File: src/hw/rtl/mbe_pkg.sv
// Package for the escape-time pixel engine: shared types, codes and
// saturating fixed-point helpers. No dependencies.
package mbe_pkg;

   typedef logic signed [63:0] fix_type;

   typedef struct packed {
      fix_type c_re;
      fix_type c_im;
   } coord_type;

   typedef enum logic [2:0] {
      ST_IDLE,
      ST_MUL_XY,
      ST_ADD,
      ST_MUL_XX,
      ST_MUL_YY,
      ST_CHECK,
      ST_DONE
   } back_state_type;

   typedef enum logic [2:0] {
      REG_IMAGE_WIDTH  = 3'd0,
      REG_IMAGE_HEIGHT = 3'd1,
      REG_CENTER_RE    = 3'd2,
      REG_CENTER_IM    = 3'd3,
      REG_SEED_RE      = 3'd4,
      REG_SEED_IM      = 3'd5,
      REG_PIXEL_STEP   = 3'd6,
      REG_MAX_ITER     = 3'd7
   } csr_index_type;

   localparam int unsigned BAILOUT_INT  = 400;
   localparam int unsigned CYCLE_PERIOD = 25;
   localparam int unsigned PC_WIDTH     = 5;

   localparam fix_type FIX_MAX = {1'b0, {63{1'b1}}};
   localparam fix_type FIX_MIN = {1'b1, {63{1'b0}}};

   function automatic fix_type sat_wide(logic signed [64:0] s);
      fix_type r;
      if (s[64] != s[63]) begin
         r = s[64] ? FIX_MIN : FIX_MAX;
      end else begin
         r = s[63:0];
      end
      return r;
   endfunction

   function automatic fix_type sat_add(fix_type a, fix_type b);
      return sat_wide({a[63], a} + {b[63], b});
   endfunction

   function automatic fix_type sat_sub(fix_type a, fix_type b);
      return sat_wide({a[63], a} - {b[63], b});
   endfunction

   // sign a magnitude; big flags bits above bit 63
   function automatic fix_type sign_sat(logic neg, logic big, logic [63:0] mag);
      fix_type r;
      if (neg) begin
         r = (big || mag[63]) ? FIX_MIN : fix_type'(-mag);
      end else begin
         r = (big || mag[63]) ? FIX_MAX : fix_type'(mag);
      end
      return r;
   endfunction

endpackage

File: src/hw/rtl/mbe_queue.sv
// Two-entry queue of pixel coordinates between front and back.
// Depends on mbe_pkg.
module mbe_queue (
   input  logic              clock,
   input  logic              reset,
   input  logic              push_valid,
   input  mbe_pkg::coord_type push_data,
   output logic              has_room,
   input  logic              pop,
   output logic              not_empty,
   output mbe_pkg::coord_type head
);
   import mbe_pkg::*;

   coord_type  entry_ff [2];
   logic       wr_ptr_ff, wr_ptr_in;
   logic       rd_ptr_ff, rd_ptr_in;
   logic [1:0] count_ff, count_in;
   logic       do_push, do_pop;

   assign has_room  = (count_ff != 2'd2);
   assign not_empty = (count_ff != 2'd0);
   assign head      = entry_ff[rd_ptr_ff];
   assign do_push   = push_valid && has_room;
   assign do_pop    = pop && not_empty;

   always_comb begin
      wr_ptr_in = do_push ? ~wr_ptr_ff : wr_ptr_ff;
      rd_ptr_in = do_pop ? ~rd_ptr_ff : rd_ptr_ff;
      count_in  = count_ff + {1'b0, do_push} - {1'b0, do_pop};
   end

   always_ff @(posedge clock) begin
      if (reset) begin
         wr_ptr_ff <= 1'b0;
         rd_ptr_ff <= 1'b0;
         count_ff  <= 2'd0;
      end else begin
         wr_ptr_ff <= wr_ptr_in;
         rd_ptr_ff <= rd_ptr_in;
         count_ff  <= count_in;
      end
   end

   always_ff @(posedge clock) begin
      if (do_push) begin
         entry_ff[wr_ptr_ff] <= push_data;
      end
   end

endmodule

File: config.mk
export PLATFORM = sky130hd
export DESIGN_NAME = mbe_queue
export DESIGN_NICKNAME = d
export VERILOG_FILES = /design/src/hw/rtl/mbe_pkg.sv /design/src/hw/rtl/mbe_queue.sv
export SDC_FILE = /design/constraint.sdc
export NUM_CORES = 1
export LEC_CHECK = 0
export BUFFER_PORTS_ARGS = -buffer_cell sky130_fd_sc_hd__clkbuf_2
export CAP_MARGIN = 20
export CORE_ASPECT_RATIO = 1.25
export CORE_MARGIN = 10
export CORE_UTILIZATION = 35
export DETAILED_ROUTE_END_ITERATION = 7
export PLACE_DENSITY = 0.62
export RECOVER_POWER = 50
export SLEW_MARGIN = 20
export SYNTH_ARGS = -nofsm -noshare
export SYNTH_HDL_FRONTEND = slang
export SYNTH_SLANG_ARGS = --single-unit
export TNS_END_PERCENT = 20
File: constraint.sdc
create_clock -name clock -period 11 [get_ports clock]
set_clock_uncertainty 0.05 [all_clocks]
set_input_delay 2.2 -clock clock [delete_from_list [all_inputs] [get_ports clock]]
set_output_delay 2.2 -clock clock [all_outputs]
set_load 0.05 [all_outputs]
==> run summary <==
Status - finished with violations
Failing checks - max-capacitance violations, max-slew violations
Cell with the most instances on the worst path - clkbuf_1
Hold WC Path Type - flip-flop to flip-flop
CP top delay family - buffers and inverters
Worst Setup SP - push_valid
Critical path depth in cells - 3
Area growth, synth to finish - 24.1%
Cts bufs inserted - 26
DR vias/cell - 4.50
Multi-input gate area - 1580 sq um
CP startpoint kind - input pin
Worst Path Arrival - 5.50 ns
Most frequent cells in the layout - edfxtp_1, clkbuf_2, mux2_2
Worst path required time - 11.03 ns
Fin. Hold Viols - 0
H-Tree Depth - 1
Reg area - 7790 sq um
Worst path slowest cell - clkbuf_1
Routed len/inst - 19.2 um
Min Clock Period, post-route - 5.46 ns
CP max stage delay - 1.86 ns
Core Rows - 67
Synth area leader - edfxtp_1
RSZ-0062 raised after global routing - no
Top cells by area, synth - edfxtp_1, mux2_2, clkbuf_8, dfxtp_1, buf_6
Starting Density - 35.6%
Worst setup EP type - flip-flop
Gr usage total - 11.1%
Initial antenna violation count - 2
CTS Sinks - 261
Largest net degree at the start of global routing - 76
Worst vdd ir - 186 uV
Worst R2R Path Depth - 3
Final WL - 20,500 um
Drt first pass iters - 4
CTS tree - yes
Post-synth design cell area - 9540 sq um
Synth Net Count - 556
Post-cts resize count - 0
Reg2Reg Capture Point - entry_ff[1][31]
Pwr Density - 268 nW/um^2
Final setup fails - 0
Setup repair bufs after CTS - 0
Least-Margin Pin Slew - 2.51 ns
Setup TNS - 0 ns
Fin crit share - 49.7%
Vias in the first global route - 5,138
Slew HR - -67.3%
Iter 0 DRT Violations - 203
Avg Cell Area, Syn - 22.6 sq um
GPL Wtd Cong - 0.719
Post-CTS Hold Buffers - 0
IO buf count - 261
First-pass GRT wire length - 30,200 um
WP buf/inv - 2
Io pins - 262
Cell depth of the worst hold path - 2
Synth Register Bits - 261
Clock transition at path regs - 0.06 ns
Number of distinct library cells after synthesis - 16
Warnings, synthesis - 0
Inserted Diodes - 0
# fillers - 2,424
CTS Buffer Depth - 3
Die Height - 205 um
Worst R2R Setup Slack - 6.80 ns
Post-DP HPWL - 14,100 um
Remaining antenna violation count - 0
Die ar. - 34,300 sq um
Vias - 4,789
Setup CP Type - input pin to flip-flop
Drt drc - 0
Fmax - 0.183 GHz
Max-slew violations - 78
Pleak - 4.21 nW
Register area share after synthesis - 81.7%
Worst path cell trace - clkbuf_1, and3_1, clkbuf_1
Layout cell share with drive strength beyond 1 - 47.6%
Commonest non-fill, non-tap cell in the layout - edfxtp_1
Max Cap Violations - 2
Final Core Density - 44.1%
Crit path to - entry_ff[1][31]
Worst R2R Start - count_ff[0]
Max Fanout on Critical Path - 42
Share of the synthesized area in the top cell type - 80.6%
Grt total ovfl - 0
Nets - 836
Die W - 168 um
Syn Inst Count - 422
Worst-Skew Late Latency - 0.52 ns
Root Driver - clkbuf_16
Core ar. - 26,800 sq um
## worst register-to-register path, cell delays in order (launching register included)
cell	delay (ns)
dfxtp_1	0.37
nand2b_2	0.16
and3_1	1.27
clkbuf_1	1.88
## metrics by stage
step | setup WS [ns] | std cells | cell area, sq um | hold slack [ns] | power [W]
after floorplan | 2.72 | 422 | 9540 | 0.431 | 0.00217
after global placement | 6.14 | 1018 | 11100 | 0.451 | 0.00238
after detailed placement | 6.15 | 1018 | 11100 | 0.463 | 0.00239
after CTS | 5.57 | 1064 | 11900 | 0.477 | 0.00323
after global routing | 5.12 | 1065 | 11800 | 0.508 | 0.00331
final | 5.54 | 1065 | 11800 | 0.472 | 0.00317
## cells in the mapped netlist
library cell	instances
mux2_2	129
or2_2	1
dfxtp_1	5
xnor2_1	2
nand2_1	1
buf_6	6
ha_1	2
clkbuf_8	8
edfxtp_1	256
and3_1	1
xor2_1	1
inv_1	1
nand2b_2	1
nor2b_1	2
nor2_1	5
o21a_1	1
## sequential cells by signal, summed over array words and instances (netlist names), named ones only
register   count
count_ff       2
entry_ff     256
wr_ptr_ff      1
rd_ptr_ff      1
## routing by layer
layer | up-vias | track usage (%) | part of all wire (%)
li1 | 2250 | - | -
met1 | 2325 | 12.0 | 36
met2 | 173 | 19.9 | 53
met3 | 37 | 3.95 | 7.9
met4 | 4 | 3.77 | 2.5
met5 | - | 0 | 0.13
## how the worst min path moves through the flow
stage,to,startpoint,slack (ns)
after floorplan,flip-flop,rd_ptr_ff,0.43
after global placement,rd_ptr_ff,rd_ptr_ff,0.45
after detailed placement,rd_ptr_ff,rd_ptr_ff,0.46
after CTS,rd_ptr_ff,rd_ptr_ff,0.48
after global routing,rd_ptr_ff,rd_ptr_ff,0.51
final,rd_ptr_ff,rd_ptr_ff,0.47
## power by group
part	switching (W)	total (W)	leakage (nW)	internal [W]
combinational	0.000765	0.00103	1.38	0.000269
sequential	0.0000535	0.00131	2.43	0.00125
clock	0.000341	0.000833	0.394	0.000492
## kinds of logic after synthesis
family / Yosys count / synth area share (%)
compound gates: 1 / 0.0787
xor+xnor: 3 / 0.276
fa+ha+maj: 2 / 0.262
buf+inv: 15 / 1.90
flops: 261 / 81.7
mux: 129 / 15.2
simple gates: 11 / 0.590
## final cells by class
class                   count  area share [%]
clock buffers              34            5.93
flip-flops and latches    261            65.8
multi-input cells         146            13.3
clock inverters            12           0.867
repair buffers            266            10.4
well taps                 345            3.65
inverters                   1          0.0317
Power figures use the tool's default switching activity.
