**src/hw/rtl/mbe_pkg.sv**
```systemverilog
// Package for the escape-time pixel engine: shared types, codes and
// saturating fixed-point helpers. No dependencies.
package mbe_pkg;

   typedef logic signed [63:0] fix_type;

   typedef struct packed {
      fix_type c_re;
      fix_type c_im;
   } coord_type;

   typedef enum logic [2:0] {
      ST_IDLE,
      ST_MUL_XY,
      ST_ADD,
      ST_MUL_XX,
      ST_MUL_YY,
      ST_CHECK,
      ST_DONE
   } back_state_type;

   typedef enum logic [2:0] {
      REG_IMAGE_WIDTH  = 3'd0,
      REG_IMAGE_HEIGHT = 3'd1,
      REG_CENTER_RE    = 3'd2,
      REG_CENTER_IM    = 3'd3,
      REG_SEED_RE      = 3'd4,
      REG_SEED_IM      = 3'd5,
      REG_PIXEL_STEP   = 3'd6,
      REG_MAX_ITER     = 3'd7
   } csr_index_type;

   localparam int unsigned BAILOUT_INT  = 400;
   localparam int unsigned CYCLE_PERIOD = 25;
   localparam int unsigned PC_WIDTH     = 5;

   localparam fix_type FIX_MAX = {1'b0, {63{1'b1}}};
   localparam fix_type FIX_MIN = {1'b1, {63{1'b0}}};

   function automatic fix_type sat_wide(logic signed [64:0] s);
      fix_type r;
      if (s[64] != s[63]) begin
         r = s[64] ? FIX_MIN : FIX_MAX;
      end else begin
         r = s[63:0];
      end
      return r;
   endfunction

   function automatic fix_type sat_add(fix_type a, fix_type b);
      return sat_wide({a[63], a} + {b[63], b});
   endfunction

   function automatic fix_type sat_sub(fix_type a, fix_type b);
      return sat_wide({a[63], a} - {b[63], b});
   endfunction

   // sign a magnitude; big flags bits above bit 63
   function automatic fix_type sign_sat(logic neg, logic big, logic [63:0] mag);
      fix_type r;
      if (neg) begin
         r = (big || mag[63]) ? FIX_MIN : fix_type'(-mag);
      end else begin
         r = (big || mag[63]) ? FIX_MAX : fix_type'(mag);
      end
      return r;
   endfunction

endpackage

```
**src/hw/rtl/mbe_front.sv**
```systemverilog
// Front end: takes a pixel beat and forms c = center + (index - size/2) * step.
// Depends on mbe_pkg.
module mbe_front (
   input  logic               clock,
   input  logic               reset,
   input  logic               req_valid,
   output logic               req_ready,
   input  logic [11:0]        req_column,
   input  logic [11:0]        req_row,
   input  logic [12:0]        image_width,
   input  logic [12:0]        image_height,
   input  mbe_pkg::fix_type   center_re,
   input  mbe_pkg::fix_type   center_im,
   input  logic [62:0]        pixel_step,
   input  logic               q_has_room,
   output logic               push_valid,
   output mbe_pkg::coord_type push_data
);
   import mbe_pkg::*;

   logic               s1_valid_ff, s1_valid_in;
   logic               s2_valid_ff, s2_valid_in;
   logic signed [12:0] d_col_ff, d_row_ff;
   logic [12:0]        abs_col, abs_row;
   logic [74:0]        prod_col_ff, prod_row_ff;
   logic               neg_col_ff, neg_row_ff;
   logic               take;

   assign req_ready = !s1_valid_ff && !s2_valid_ff && q_has_room;
   assign take      = req_valid && req_ready;

   assign abs_col = d_col_ff[12] ? 13'(-d_col_ff) : 13'(d_col_ff);
   assign abs_row = d_row_ff[12] ? 13'(-d_row_ff) : 13'(d_row_ff);

   always_comb begin
      s1_valid_in = take;
      s2_valid_in = s1_valid_ff;
   end

   always_ff @(posedge clock) begin
      if (reset) begin
         s1_valid_ff <= 1'b0;
         s2_valid_ff <= 1'b0;
      end else begin
         s1_valid_ff <= s1_valid_in;
         s2_valid_ff <= s2_valid_in;
      end
   end

   always_ff @(posedge clock) begin
      if (take) begin
         d_col_ff <= $signed({1'b0, req_column}) - $signed({1'b0, image_width[12:1]});
         d_row_ff <= $signed({1'b0, req_row}) - $signed({1'b0, image_height[12:1]});
      end
      if (s1_valid_ff) begin
         prod_col_ff <= 75'(abs_col[11:0]) * 75'(pixel_step);
         prod_row_ff <= 75'(abs_row[11:0]) * 75'(pixel_step);
         neg_col_ff  <= d_col_ff[12];
         neg_row_ff  <= d_row_ff[12];
      end
   end

   assign push_valid = s2_valid_ff;
   always_comb begin
      push_data.c_re = sat_add(center_re,
         sign_sat(neg_col_ff, |prod_col_ff[74:64], prod_col_ff[63:0]));
      push_data.c_im = sat_add(center_im,
         sign_sat(neg_row_ff, |prod_row_ff[74:64], prod_row_ff[63:0]));
   end

endmodule

```
**config.mk**
```make
export PLATFORM = sky130hd
export DESIGN_NAME = mbe_front
export DESIGN_NICKNAME = d
export VERILOG_FILES = /design/src/hw/rtl/mbe_pkg.sv /design/src/hw/rtl/mbe_front.sv
export SDC_FILE = /design/constraint.sdc
export NUM_CORES = 2
export LEC_CHECK = 0
export ABC_AREA = 0
export BUFFER_PORTS_ARGS = -buffer_cell sky130_fd_sc_hd__buf_2
export CORE_AREA = 5 5 386 388
export DETAILED_ROUTE_END_ITERATION = 10
export DIE_AREA = 0 0 391 393
export GPL_ROUTABILITY_DRIVEN = 0
export HOLD_SLACK_MARGIN = 0.08
export PLACE_DENSITY_LB_ADDON = 0.2
export SETUP_SLACK_MARGIN = 0.5
export SLEW_MARGIN = 10
export SYNTH_ARGS = -nofsm -noshare
export SYNTH_HDL_FRONTEND = slang
export SYNTH_SLANG_ARGS = --single-unit
```
**constraint.sdc**
```tcl
create_clock -name clock -period 14.39 [get_ports clock]
set_input_delay 4.317 -clock clock [delete_from_list [all_inputs] [get_ports clock]]
set_output_delay 4.317 -clock clock [all_outputs]
set_load 0.02 [all_outputs]
```
==> flow_metrics.py <==
metrics = {
    "routing": {
        "drc": 0,
        "vias": 54200,
        "post_drt_wl_per_cell_um": 18.4,
        "viasPerCell": 5.50,
        "wl_mm": 181,
        "first_iter_violations": 3648,
        "first_pass_iters": 6,
        "final_antenna_net_count": 0,
    },
    "worst_setup_path": {
        "critPathLaunchType": "input port",
        "critPathMaxStageDelay_ns": 0.60,
        "cp_num_cells": 19,
        "crit_path_top_delay_cell": "mux2_2",
        "cpLargestDelayFamily": "compound AO/OA/AOI/OAI gates",
        "cp.arrival_ns": 8.98,
        "reg2reg_to": "prod_col_ff[74]$_DFFE_PP_",
        "rr_worst_depth": 31,
        "crit_path_max_fanout": 42,
        "crit_required_ns": 10.07,
        "crit_chain": "buf_2 -> ha_1 -> fa_1 -> a211oi_1 -> o21bai_1 -> o21ai_0 -> buf_4 -> nor3_1 -> o41a_1 -> nor2_1 -> o21ai_0 -> a41oi_1 -> buf_4 -> nand2b_1 -> buf_4 -> mux2_2 -> buf_4 -> o211ai_1 -> buf_2",
        "end_kind": "output pin",
        "r2r_setup_slack_ns": 4.47,
        "cp_num_buf_inv": 6,
        "worstSetupPathType": "input port to output pin",
        "r2r-start": "d_col_ff[0]$_DFFE_PP_",
        "cpMostUsedCell": "buf_4",
    },
    "sta": {
        "period_minus_slack_ns": 13.29,
        "post-route-period-util_pct": 92.4,
        "hold_violations": 0,
        "skew_ns": 0.0257,
        "rsz0062_at_grt": "false",
        "worstMarginPinSlew_ns": 1.07,
        "timing.fmax_ghz": 0.0752,
        "relSlewSlack_pct": 28.8,
        "finalSetupViolations": 0,
        "fin_ws_ns": 1.10,
        "setup_tns_ns": 0,
        "final-max-slew-violation-count": 0,
    },
    "final_layout": {
        "post-route-util_pct": 47.5,
        "drive_gt1_share_pct": 6.59,
        "nNetsFinal": 9755,
        "area_delta_synth_final_pct": 6.17,
        "fill_cells": 14200,
    },
    "place": {
        "dpl.hpwl_mm": 142,
        "portBuffers": 372,
        "post-place-ws_ns": 1.03,
    },
    "clock_network": {
        "cts.sinks": 180,
        "tritoncts": "built",
        "cts_setup_buffers": 0,
        "postCtsHoldBufs": 0,
        "root_buffer": "clkbuf_16",
        "clk_latency_ns": 0.52,
        "cts_resized": 0,
        "cts_max_path_buffers": 2,
        "h-tree-depth": 4,
        "numCtsBuffers": 17,
        "clkTransAtPathRegs_ns": 0.09,
    },
    "yosys": {
        "ys.flop_type": "edfxtp_1",
        "syn-instance-count": 7876,
        "synth-async-reset-ratio_pct": 0,
        "syn_avg_cell_area_um2": 8.24,
        "syn-cell-area_um2": 64900,
        "synth_edf_count": 178,
        "ys_types": 82,
        "synth_nets": 9727,
        "yosysWarnings": 0,
        "ys_seq_elements": 180,
        "ys_seq_area_share_pct": 8.30,
    },
    "min_path": {
        "hold_start": "s1_valid_ff$_SDFF_PP0_",
        "hold_class": "register to register",
        "holdPathStages": 0,
        "hold_end": "prod_row_ff[69]$_DFFE_PP_",
    },
    "outcome": {
        "status": "finished clean",
    },
    "floorplanning": {
        "rows": 140,
        "start_util_pct": 44.8,
        "die_area_um2": 154000,
        "die_w_um": 391,
        "io_pins": 375,
        "core_area_um2": 145000,
        "die_h_um": 393,
    },
    "job": {
        "maxCapViolations": 0,
    },
    "global_routing": {
        "antenna_found_initial": 29,
        "grt_pass1_vias": 55400,
        "grt_max_degree": 71,
        "grt.total_usage_pct": 23.8,
        "overflow": 0,
        "grt_pass1_wl_mm": 295,
    },
}
==> area by class of cell <==
| cell class | instances | area, µm² | share of cell area (%) |
|---|---|---|---|
| Multi-Input combinational cell | 5850 | 52800 | 76.7 |
| Sequential cell | 180 | 5390 | 7.82 |
| Timing Repair Buffer | 430 | 2350 | 3.41 |
| Antenna cell | 17 | 42.5 | 0.0617 |
| Inverter | 1425 | 5350 | 7.76 |
| Clock inverter | 13 | 124 | 0.180 |
| Clock buffer | 18 | 429 | 0.623 |
| Tap cell | 1917 | 2400 | 3.48 |
==> per-stage QoR <==
| step | hold WS (ns) | area [µm²] | instances |
|---|---|---|---|
| floorplan | 0.466 | 64900 | 7876 |
| global placement | 0.723 | 68300 | 9802 |
| detailed placement | 0.724 | 68300 | 9802 |
| CTS | 0.733 | 68900 | 9833 |
| global route | 0.742 | 68900 | 9836 |
| finish | 0.707 | 68900 | 9850 |
==> metal layers <==
| metal | track usage, % | wire length, µm |
|---|---|---|
| met4 | 5.35 | 3800 |
| met1 | 32.5 | 78200 |
| met5 | 0.0319 | 90 |
| met2 | 40.4 | 87700 |
| met3 | 3.66 | 11600 |
==> cell families after synthesis <==
group	synth area share, %
AOI/OAI and AO/OA	12.4
xor gates and xnor gates	4.83
adders and majority gates	45.1
buffers and inverters	10.7
DFF	8.30
muxes	0.112
and+or+nand+nor	18.6
==> flip-flops by register name, indices dropped and copies added (netlist names) <==
signal and count:
prod_row_ff 75, d_col_ff 13, s1_valid_ff 1, neg_col_ff 1
push_valid 1, prod_col_ff 75, neg_row_ff 1, d_row_ff 13
==> worst max-delay path by stage <==
stage	startpoint	end	slack, ns
2_1_floorplan	center_im[0]	push_data[16]	1.91
3_3_place_gp	center_re[0]	push_data[88]	1.14
3_5_place_dp	center_re[0]	push_data[92]	1.03
4_1_cts	center_re[0]	push_data[100]	1.01
5_1_grt	center_im[0]	push_data[14]	0.65
6_report	center_im[0]	push_data[18]	1.10
==> layout by cell type, fill, tap and decap left out, drive strengths merged, types with 177 or more instances in the layout <==
cell type,synthesis,routed
buf,6,430
fa,1224,1224
and2,463,463
o21ai,350,350
inv,1425,1430
xnor2,177,177
xor2,181,181
nor2,292,292
ha,382,382
nand2,1387,1387
a21oi,331,331
edfxtp,178,178
==> Yosys cell counts, types with 41 or more instances <==
cell type / instances / area share [%]
o31ai_1: 57 / 0.66
nor2_1: 291 / 1.7
o21bai_1: 60 / 0.69
or3_1: 48 / 0.46
nand4_1: 75 / 0.72
inv_1: 1425 / 8.2
nand3_1: 84 / 0.65
o21ai_0: 346 / 2.7
ha_1: 382 / 7.4
nor3_1: 58 / 0.45
xnor2_1: 177 / 2.4
edfxtp_1: 178 / 8.2
xor2_1: 181 / 2.4
a21oi_1: 331 / 2.6
fa_1: 1224 / 38
nand2_1: 1387 / 8.0
a21o_1: 170 / 2.0
nor2b_1: 41 / 0.40
clkbuf_1: 415 / 2.4
and2_1: 463 / 4.5
Power is not shown: default switching activity piles up to over one toggle a cycle in this logic, so the estimate is an artifact.
